==> config.mk <==
export PLATFORM = sky130hd
export DESIGN_NAME = ptt_proc
export DESIGN_NICKNAME = d
export VERILOG_FILES = /design/src/rtl/ptt_pkg.sv /design/src/rtl/ptt_proc.sv
export SDC_FILE = /design/constraint.sdc
export NUM_CORES = 1
export LEC_CHECK = 0
export BUFFER_PORTS_ARGS = -buffer_cell sky130_fd_sc_hd__buf_2
export CAP_MARGIN = 20
export CORE_ASPECT_RATIO = 0.7
export CORE_MARGIN = 4
export CORE_UTILIZATION = 35
export CTS_CLUSTER_DIAMETER = 100
export DETAILED_ROUTE_END_ITERATION = 8
export REMOVE_ABC_BUFFERS = 1
export SLEW_MARGIN = 20
export SYNTH_ARGS = -nofsm -noshare
export SYNTH_HDL_FRONTEND = slang
export SYNTH_SLANG_ARGS = --single-unit
==> constraint.sdc <==
create_clock -name clk_i -period 8.6 [get_ports clk_i]
set_input_delay 0.43 -clock clk_i [delete_from_list [all_inputs] [get_ports clk_i]]
set_output_delay 0.43 -clock clk_i [all_outputs]
set_load 0.02 [all_outputs]
==> src/rtl/ptt_pkg.sv <==
// ----------------------------------------------------------------------------
// ptt_pkg
// shared types, constants and time arithmetic for the periodic timer table
// ----------------------------------------------------------------------------
`default_nettype none

package ptt_pkg;

  localparam int unsigned TimerCount = 16;
  localparam int unsigned SlotW      = 4;
  localparam int unsigned MaskW      = 16;
  localparam int unsigned SecW       = 64;
  localparam int unsigned NsW        = 30;

  localparam logic [NsW-1:0]  NsPerSec = 30'd1000000000;
  localparam logic [NsW-1:0]  NsMax    = 30'd999999999;
  localparam logic [SecW-1:0] SecMax   = 64'h7fff_ffff_ffff_ffff;
  localparam logic [SecW-1:0] SecMin   = 64'h8000_0000_0000_0000;

  typedef enum logic [1:0] {
    OP_ADD    = 2'd0,
    OP_REMOVE = 2'd1,
    OP_RETIME = 2'd2,
    OP_CHECK  = 2'd3
  } op_e;

  typedef struct packed {
    logic [SecW-1:0] s;
    logic [NsW-1:0]  ns;
  } ts_t;

  // command from the sequencer that walks through the cell row
  typedef struct packed {
    logic             wr;     // add or retime write at slot
    logic             clr;    // remove at slot
    logic             step;   // shift row by one cell
    logic [SlotW-1:0] slot;
  } ctl_t;

  typedef enum logic [1:0] {
    ST_IDLE = 2'd0,
    ST_RUN  = 2'd1,
    ST_OUT  = 2'd2
  } state_e;

  function automatic logic [NsW-1:0] clamp_ns(input logic [NsW-1:0] v);
    clamp_ns = (v > NsMax) ? NsMax : v;
  endfunction

  // saturating sum, nanoseconds carry at one second
  function automatic ts_t ts_add(input ts_t a, input ts_t b);
    logic [NsW:0]    ns;
    logic            cy;
    logic [SecW+1:0] sum;
    ts_t             r;
    ns  = {1'b0, a.ns} + {1'b0, b.ns};
    cy  = (ns >= {1'b0, NsPerSec});
    sum = {{2{a.s[SecW-1]}}, a.s} + {{2{b.s[SecW-1]}}, b.s} + {{(SecW+1){1'b0}}, cy};
    r.ns = cy ? NsW'(ns - {1'b0, NsPerSec}) : ns[NsW-1:0];
    r.s  = sum[SecW-1:0];
    if (!sum[SecW+1] && sum[SecW:SecW-1] != 2'b00) begin
      r.s = SecMax; r.ns = NsMax;
    end else if (sum[SecW+1] && sum[SecW:SecW-1] != 2'b11) begin
      r.s = SecMin; r.ns = '0;
    end
    ts_add = r;
  endfunction

  // saturating difference, nanoseconds borrow
  function automatic ts_t ts_sub(input ts_t a, input ts_t b);
    logic            bw;
    logic [SecW+1:0] dif;
    ts_t             r;
    bw  = (a.ns < b.ns);
    dif = {{2{a.s[SecW-1]}}, a.s} - {{2{b.s[SecW-1]}}, b.s} - {{(SecW+1){1'b0}}, bw};
    r.ns = bw ? NsW'(a.ns + NsPerSec - b.ns) : NsW'(a.ns - b.ns);
    r.s  = dif[SecW-1:0];
    if (!dif[SecW+1] && dif[SecW:SecW-1] != 2'b00) begin
      r.s = SecMax; r.ns = NsMax;
    end else if (dif[SecW+1] && dif[SecW:SecW-1] != 2'b11) begin
      r.s = SecMin; r.ns = '0;
    end
    ts_sub = r;
  endfunction

  // signed a < b
  function automatic logic ts_lt(input ts_t a, input ts_t b);
    if (a.s != b.s) ts_lt = ($signed(a.s) < $signed(b.s));
    else            ts_lt = (a.ns < b.ns);
  endfunction

endpackage

`default_nettype wire

==> src/rtl/ptt_proc.sv <==
// ----------------------------------------------------------------------------
// ptt_proc
// head processing for the row: fire test, deadline advance, wait minimum
// ----------------------------------------------------------------------------
`default_nettype none

module ptt_proc
  import ptt_pkg::*;
(
  input  wire logic             clk_i,
  input  wire logic             rst_ni,
  input  wire logic             start_i,
  input  wire logic             step_i,
  input  wire logic [SlotW-1:0] cnt_i,
  input  wire ts_t              now_i,
  input  wire logic             vld_i,
  input  wire ts_t              dl_i,
  input  wire ts_t              per_i,
  output ts_t                   dl_o,
  output logic [MaskW-1:0]      mask_o,
  output ts_t                   wait_o
);

  logic             fire;
  ts_t              wt;
  logic [MaskW-1:0] mask_q, mask_d;
  ts_t              wait_q, wait_d;

  assign fire = vld_i && !ts_lt(now_i, dl_i);
  assign dl_o = fire ? ts_add(dl_i, per_i) : dl_i;
  assign wt   = ts_sub(dl_o, now_i);

  always_comb begin
    mask_d = mask_q;
    wait_d = wait_q;
    if (start_i) begin
      mask_d = '0;
      wait_d = '{s: SecMax, ns: NsMax};
    end else if (step_i) begin
      if (fire) mask_d[cnt_i] = 1'b1;
      if (vld_i && ts_lt(wt, wait_q)) wait_d = wt;
    end
  end

  always_ff @(posedge clk_i or negedge rst_ni) begin
    if (!rst_ni) begin
      mask_q <= '0;
    end else begin
      mask_q <= mask_d;
    end
  end

  always_ff @(posedge clk_i) begin
    wait_q <= wait_d;
  end

  assign mask_o = mask_q;
  assign wait_o = wait_q;

endmodule

`default_nettype wire

======== Yosys cells after proc, flatten, opt, wreduce, memory -nomap -nowiden ========
Index checks and enable logic that the tools add are counted.
W data, S select, Z words.
operators by class
  equal/unequal tests ..................... 4
  bitwise operators ....................... 1
  muxes and demuxes ....................... 16
  add/sub/neg operators ................... 9
  $lt $le $gt $ge ......................... 8
  reductions and logical operators ........ 16
operators with widths
  cell                      number
  $mux W94                  5
  $lt A64 B64 Y1            2
  $ne A64 B64 Y1            2
  $lt A30 B30 Y1            3
  $add A65 B2 Y66           1
  $sub A65 B2 Y66           1
  $add A64 B64 Y65          1
  $sub A64 B64 Y65          1
  $mux W30                  2
  $sub A30 B30 Y30          2
  $mux W16                  3
  $add A30 B30 Y31          1
  $ge A31 B30 Y1 const B    1
  $add A30 B30 Y30 const B  1
  $sub A30 B30 Y30 const B  1
  $or A16 B16 Y16           1
  $reduce_bool A2 Y1        4
  $logic_and A1 B1 Y1       7
  $lt A4 B5 Y1 const B      1
  $mux W1                   5
  $demux W1 S4              1
  $ge A4 B1 Y1 const B      1
  $ne A2 B2 Y1 const B      2
  $reduce_and A2 Y1         2
  $logic_not A1 Y1          3
word-level totals
  word-level logic and storage cells ...... 57
  input bits .............................. 291
  flip-flop bits (word level) ............. 110
  output and inout port bits .............. 204

======== Logic depth before layout (Yosys ltp) ========
Gate-level depths: netlist of run 1.
  depth after elaboration ................. 20
  mapped depth ............................ 88

======== Worst setup path before layout of run 1 ========
OpenSTA, ideal clock, no wires.
  path type ............................... input to register
  start ................................... input port dl_i[0] (netlist name)
  end ..................................... register wait_q (netlist bit wait_o[65])
  data required time ...................... 8.480 ns
  path slack .............................. -9.319 ns
  library setup time ...................... 0.120 ns
  buffers on the path ..................... 9
  data arrival time ....................... 17.799 ns
  stages .................................. 85
  cell sequence ........................... ha_1 inv_1 fa_1 nor2b_1 o21a_1 o21ai_0 a21oi_1 a21oi_1 o311a_1 ha_1 o311ai_0 a31oi_1 o21bai_1 a211oi_1 a21oi_1 o211ai_1 and2_1 buf_1 [49 not listed] nor2b_1 o21a_1 o21a_1 o21ai_0 nand2b_1 a21oi_1 o21ai_0 a221o_1 a221oi_1 o31ai_1 a21oi_1 o21ai_0 xor2_1 nand2_1 clkbuf_1 clkbuf_1 nand4_1 o31a_1
RTL lines
  item                    RTL line        text
  start: declaration      ptt_proc.sv:17  input wire ts_t dl_i,
  end signal: assignment  ptt_proc.sv:54  wait_q <= wait_d;
  end: declaration        ptt_proc.sv:27  ts_t wait_q, wait_d;

==> metrics.md, run 1 <==
| Metric | Value |
|---|---|
| Synth Register Bits | 110 |
| Worst-path clk slew | 80 ps |
| Critical Path Fanout Max | 9 |
| Status | finished, violations left |
| Worst EP arrival | 15850 ps |
| Drt pass-1 iters | 6 |
| Layout cell share with drive strength beyond 1 | about 38% |
| Clk Latency, worst-skew pair | 370 ps |
| DRT iter0 DRCs | 2384 |
| Die Wd | 330 um |
| Delay-heaviest family, CP | compound AO/OA/AOI/OAI gates |
| Worst setup EP type | flop |
| Max_cap viols | 0 |
| IO Port Bufs | 494 |
| Dominant cells by area after synthesis | ha_1 23%, inv_1 7.5%, dfxtp_1 7.4% |
| Synth cell types | 94 |
| Post-synthesis cell count | 3597 |
| Worst vdd rail ir drop | about 160 uV |
| Final non-filler cell total | approximately 6.2k |
| Drt via density | around 5.3 |
| Crit Path Category | primary input to flop |
| Final wirelength | 110 mm |
| Vias | 32.6k |
| Worst r2r src | wait_o[38] |
| Highest cell delay on the worst timing path | 570 ps |
| Synth warn | 0 |
| Final clock skew | approximately 15 ps |
| Slew @ Worst Pin | between 800 and 900 ps |
| Final-stage net count | 6022 |
| Failing checks | negative setup slack |
| Io pins | roughly 500 |
| Worst reg2reg setup slack | around 4800 ps |
| Detail Placement HPWL | 90.9 mm |
| DR WL/cell | 17.8 um |
| Post-Syn Area | 25400 um^2 |
| Crit path buf inv count | 10 |
| Die height | between 200 and 250 um |
| Final period util | 181% |
| Synth top area share | a little under a quarter |
| Initial core utilization | 35.4% |
| # setup viols final | 96 |
| Commonest non-fill, non-tap cell in the layout | buf_4 |
| GPL Wtd Cong | 0.954 |
| Total CTS buffers | 9 |
| Critical path's slowest cell | or4_4 |
| Initial antenna violation count | 6 |
| CTS tree | yes |
| Register area share after synthesis | between 8 and 9% |
| Async SR Flop Fraction | between 10% and 20% |
| Syn_area_per_cell | 7.06 um^2 |
| Area leader, netlist | ha_1 |
| Synth-to-layout area growth | 58.3% |
| Pwr/cell area | approximately 230 nW/um^2 |
| Row Count | 82 |
| Fmax | 64.2 MHz |
| Number of global-route vias before repair | around 30k |
| DRC | 0 |
| Final Slew Violations | 0 |
| Most common flop cell mapped by yosys | dfxtp_1 |
| EDFF count, synth | 0 |
| Min-delay src | cnt_i[1] |
| Most frequent cells in the layout | 1236 x buf_4, 503 x inv_1, 488 x buf_2 |
| Worst setup SP type | primary input |
| Total grt overflow | 0 |
| Die area | approximately 77000 um^2 |
| Fillcell total | 6907 |
| Final critical-path required period | 15580 ps |
| Worst Slack Setup Final | -6980 ps |
| Final Hold Vio Count | 0 |
| Worst Setup SP | dl_i[1] |
| Maximum clock path buffer count | 2 |
| Num Clock Sinks | 110 |
| RSZ-0062 raised after global routing | yes |
| Placed Cells incl. Taps | 6100 |
| Hold/Removal Path Class | primary input to flop |
| Core Area | 71700 um^2 |
| First-pass GRT wire length | between 150 and 200 mm |
| H-tree Lvls | 3 |
| LEAKAGE | 21.5 nW |
| Final ANT Viol Nets | 0 |
| Largest net degree at the start of global routing | 61 |
| Hold Slack | 406 ps |
| CTS root buf | clkbuf_16 |
| GR Util All Layers | 26.9% |
| Worst rel slew slack | between 40% and 50% |
| Req. time, crit path | between 8000 and 9000 ps |
[synthesized netlist by cell type, drive strengths merged (20+ instances only)]
master / number
and3: 22
nand4: 81
xnor2: 118
o21ai: 298
a21oi: 299
nand2: 193
a21boi: 22
buf: 20
and2: 24
a21o: 172
nand3: 60
inv: 507
nor2: 241
xor2: 86
o211ai: 25
a211oi: 100
ha: 476
o31ai: 22
fa: 23
a31oi: 105
clkbuf: 133
nor2b: 54
o21bai: 33
dfxtp: 94
nor3: 64
o21a: 27
nand2b: 45
[where the power goes]
| group | switching, mW | internal (mW) | total (mW) |
|---|---|---|---|
| logic | 4.19 | 3.93 | 8.12 |
| clock network | 0.225 | 0.221 | 0.445 |
| registers | 0.155 | 0.634 | 0.788 |
| total | 4.57 | 4.79 | 9.36 |
[cells by family after synthesis]
| family | synth area share (%) |
|---|---|
| compound gates | 31.6 |
| flops | 8.99 |
| fa+ha+maj | 25.3 |
| buf+inv | 9.89 |
| xor+xnor | 7.04 |
| mux | 0.478 |
| simple gates | 16.7 |
[sequential cells by signal, indices dropped and copies added, names as in the netlist]
register,flops
wait_o,94
mask_o,16
[per-stage QoR]
stage	util, %	setup TNS, ps	area, um^2	power [mW]	worst slack, ps
4_1_cts	54.5	-627390	39100	8.87	-6740
2_1_floorplan	-	-1883140	24800	4.51	-17370
6_report	56.0	-649850	40200	9.36	-6980
5_1_grt	56.0	-719700	40200	10.1	-7720
3_3_place_gp	52.5	-941220	37600	8.00	-9700
3_5_place_dp	52.5	-969890	37600	8.06	-9960
[final timing paths]
check                           cells past startpoint    endpoint
worst max-delay path                               84  wait_o[30]
worst min-delay path                                3  mask_o[11]
worst max register to register                     19  wait_o[30]
worst min register to register                      2  wait_o[19]
max in group asynchronous                           2  mask_o[10]
min in group asynchronous                           2  mask_o[15]
[cell type report]
class / count / area (um^2) / share of cell area (%)
Timing Repair Buffer: 1776 / 12600 / 31.3
Multi-Input combinational cell: 2827 / 21900 / 54.5
Clock buffer: 11 / 254 / 0.632
Inverter: 508 / 1910 / 4.75
Sequential cell: 110 / 2280 / 5.68
Clock inverter: 5 / 46.3 / 0.115
Antenna cell: 2 / 5.00 / 0.0125
Tap cell: 966 / 1210 / 3.01
[worst reg2reg max path, cell delays in order (launching register included)]
cell and delay (ps):
dfxtp_1 550, inv_1 90, ha_1 210, a21o_1 170, a21o_1 150, a21o_1 180
a21oi_2 130, nor2b_1 60, o21ai_1 120, nand2b_1 90, a221o_1 310, a221oi_2 260
o31ai_2 100, a21oi_1 150, o21ai_1 90, xor2_1 190, and2_4 220, nor2_4 70
bufbuf_16 280, a211o_1 280
[layer usage]
layer | up-vias | share of wire [%] | GRT usage [%]
li1 | 16200 | - | -
met1 | 15200 | 46 | 37.8
met2 | 1102 | 42 | 40.8
met3 | 129 | 9.3 | 6.87
met4 | 4 | 2.9 | 7.14
met5 | - | 0.024 | 0
[timing repair]
action                                  CTS  global route
endpoints found under the hold margin    16             0
gates cloned                              1             8
endpoints found under the setup margin  180           109
gates resized for setup                 168           150
setup buffers                            57            28
hold buffers                              1             0
pin swaps                                88            94
Note: power is estimated with default switching activity, not from simulation.
==> run 2, diff against run 1 <==
--- a/config.mk
+++ b/config.mk
@@ -13,6 +13,7 @@
 export CTS_CLUSTER_DIAMETER = 100
 export DETAILED_ROUTE_END_ITERATION = 8
 export REMOVE_ABC_BUFFERS = 1
+export SKIP_CTS_REPAIR_TIMING = 1
 export SLEW_MARGIN = 20
 export SYNTH_ARGS = -nofsm -noshare
 export SYNTH_HDL_FRONTEND = slang
==> metrics.md, run 2 (synthesis results as in run 1) <==
| Metric | Value |
|---|---|
| Status | finished, violations left |
| Failing checks | negative setup slack |
| Req. time, crit path | 8830 ps (-40 ps) |
| Highest cell delay on the worst timing path | 480 ps (-90 ps) |
| Most frequent cells in the layout | 1186 x buf_4, 502 x inv_1, 490 x buf_2 |
| Setup total negative slack | -659200 ps (-9350 ps) |
| Initial antenna violation count | 6 (unchanged) |
| Vias | 32.4k (-0.63%) |
| Final Slew Violations | 0 (unchanged) |
| Core Util, Final | 55.7% (-0.31 points) |
| Die Wd | 330 um (unchanged) |
| Fmax | 63.5 MHz (-1.1%) |
| Most used cell, CP | buf_4 |
| Worst-path clk slew | 90 ps (about the same) |
| DR WL/cell | 17.9 um (+0.38%) |
| Critical Path Fanout Max | 19 (+10) |
| Row Count | 82 (unchanged) |
| Worst vdd rail ir drop | 145 uV (-7.4%) |
| Commonest non-fill, non-tap cell in the layout | buf_4 |
| DRT iter0 DRCs | 2480 (+4.0%) |
| Synth-to-layout area growth | 57.4% |
| Core Area | 71700 um^2 (unchanged) |
| Die area | 77000 um^2 (unchanged) |
| Fillcell total | 6962 (+0.80%) |
| Number of global-route vias before repair | 29.9k (-2.6%) |
| Max_cap viols | 0 (unchanged) |
| Hold/Removal Path Class | primary input to flop |
| First-pass GRT wire length | 161 mm (-2.7%) |
| Die height | 233 um (unchanged) |
| Drt pass-1 iters | 6 (unchanged) |
| Final clock skew | 16.5 ps (+1.18 ps) |
| RSZ-0062 raised after global routing | yes |
| Slew @ Worst Pin | 1030 ps (+167 ps) |
| Final Hold Vio Count | 0 (unchanged) |
| LEAKAGE | 21.3 nW (-1.1%) |
| R2R depth | 20 (+1) |
| Worst rel slew slack | 31.4% (-11 points) |
| Power Total | 9.31 mW (-0.52%) |
| CTS root buf | clkbuf_16 |
| Worst setup EP type | flop |
| Pwr/cell area | 233 nW/um^2 (about the same) |
| Largest net degree at the start of global routing | 61 (unchanged) |
| Max reg flops | 94 (unchanged) |
| Maximum clock path buffer count | 2 (unchanged) |
| # setup viols final | 95 (-1.0%) |
| Layout cell share with drive strength beyond 1 | 38.4% (-0.13 points) |
| H-tree Lvls | 3 (unchanged) |
| GPL Wtd Cong | 0.954 (unchanged) |
| Total grt overflow | 0 (unchanged) |
| IO Port Bufs | 494 (unchanged) |
| Antenna fix cells | 0 (-2) |
| Final wirelength | 110 mm (-0.41%) |
| Total CTS buffers | 9 (unchanged) |
| Drt via density | 5.26 (+0.16%) |
| Clk Latency, worst-skew pair | 370 ps (about the same) |
| Io pins | 495 (unchanged) |
| Worst Slack Setup Final | -7150 ps (-168 ps) |
| Worst reg2reg setup slack | 4750 ps (-50 ps) |
| Worst setup SP type | primary input |
| GR Util All Layers | 26.2% (-0.72 points) |
| Final-stage net count | 5975 (-0.78%) |
| DRC | 0 (unchanged) |
| Final critical-path required period | 15750 ps (+168 ps) |
| Final ANT Viol Nets | 0 (unchanged) |
| CTS tree | yes |
| Num Clock Sinks | 110 (unchanged) |
| Detail Placement HPWL | 90.9 mm (unchanged) |
| Initial core utilization | 35.4% (unchanged) |
| Critical path's slowest cell | or4_4 |
| Final period util | 183% (+2.0 points) |
| Worst EP arrival | 15980 ps (+130 ps) |
| Hold path cells | 3 (unchanged) |
| Crit Path Category | primary input to flop |
-- run 2: changes by cell type in the layout (fill, tap and decap cells not counted), moves of 3 or more --
cell and delta:
a21oi_1 -3, o21ai_0 +5, a211oi_1 -25, a211oi_4 +4
a31oi_1 -3, o21ai_4 -4, a211oi_2 +21, buf_12 +3
nand2_2 -4, buf_4 -50, a31oi_4 +4
-- run 2: worst max-delay path: cells and delay by family --
| kind | cells | cell delay, ps |
|---|---|---|
| AO/OA/AOI/OAI | 42 | 8160 |
| AND/OR/NAND/NOR | 17 | 2810 |
| buffers and inverters | 15 | 2310 |
| adder cells (fa/ha/maj) | 7 | 1960 |
| XOR/XNOR | 1 | 250 |
-- run 2: area by class of cell --
class	instances	area (um^2)	area share [%]
Clock inverter	5	46.3	0.116
Multi-Input combinational cell	2827	22000	55.1
Clock buffer	11	254	0.635
Inverter	508	1910	4.77
Sequential cell	110	2280	5.71
Timing Repair Buffer	1729	12200	30.6
Tap cell	966	1210	3.02
-- run 2: layer usage --
metal,share of wire (%),vias to the layer above,GRT usage (%)
met3,9.7,116,6.45
li1,-,16100,-
met1,46,15000,37.5
met5,0.025,-,0
met4,2.6,4,6.39
met2,42,1171,39.3
-- run 2: where the power goes --
group | internal (mW) | switching, mW | leakage, nW
clock | 0.221 | 0.220 | 0.148
combinational | 3.88 | 4.20 | 20.1
sequential | 0.634 | 0.157 | 0.990
total | 4.73 | 4.58 | 21.3
-- run 2: metrics by stage --
stage,area (um^2),std cells,setup slack [ps],hold slack (ps)
floorplan,24800,3444,-17370,134
global placement,37600,6100,-9700,359
detailed placement,37600,6100,-9960,362
CTS,37900,6116,-9680,-43.6
global route,40000,6156,-7810,409
finish,40000,6156,-7150,409
-- run 2: path summary, 6_finish.rpt --
kind                              endpoint        from
worst max-delay path            wait_o[47]     dl_i[7]
worst min-delay path            mask_o[11]    cnt_i[1]
worst max register to register  wait_o[47]  wait_o[38]
worst min register to register  wait_o[19]  wait_o[19]
max in group asynchronous       mask_o[10]      rst_ni
min in group asynchronous        mask_o[7]      rst_ni
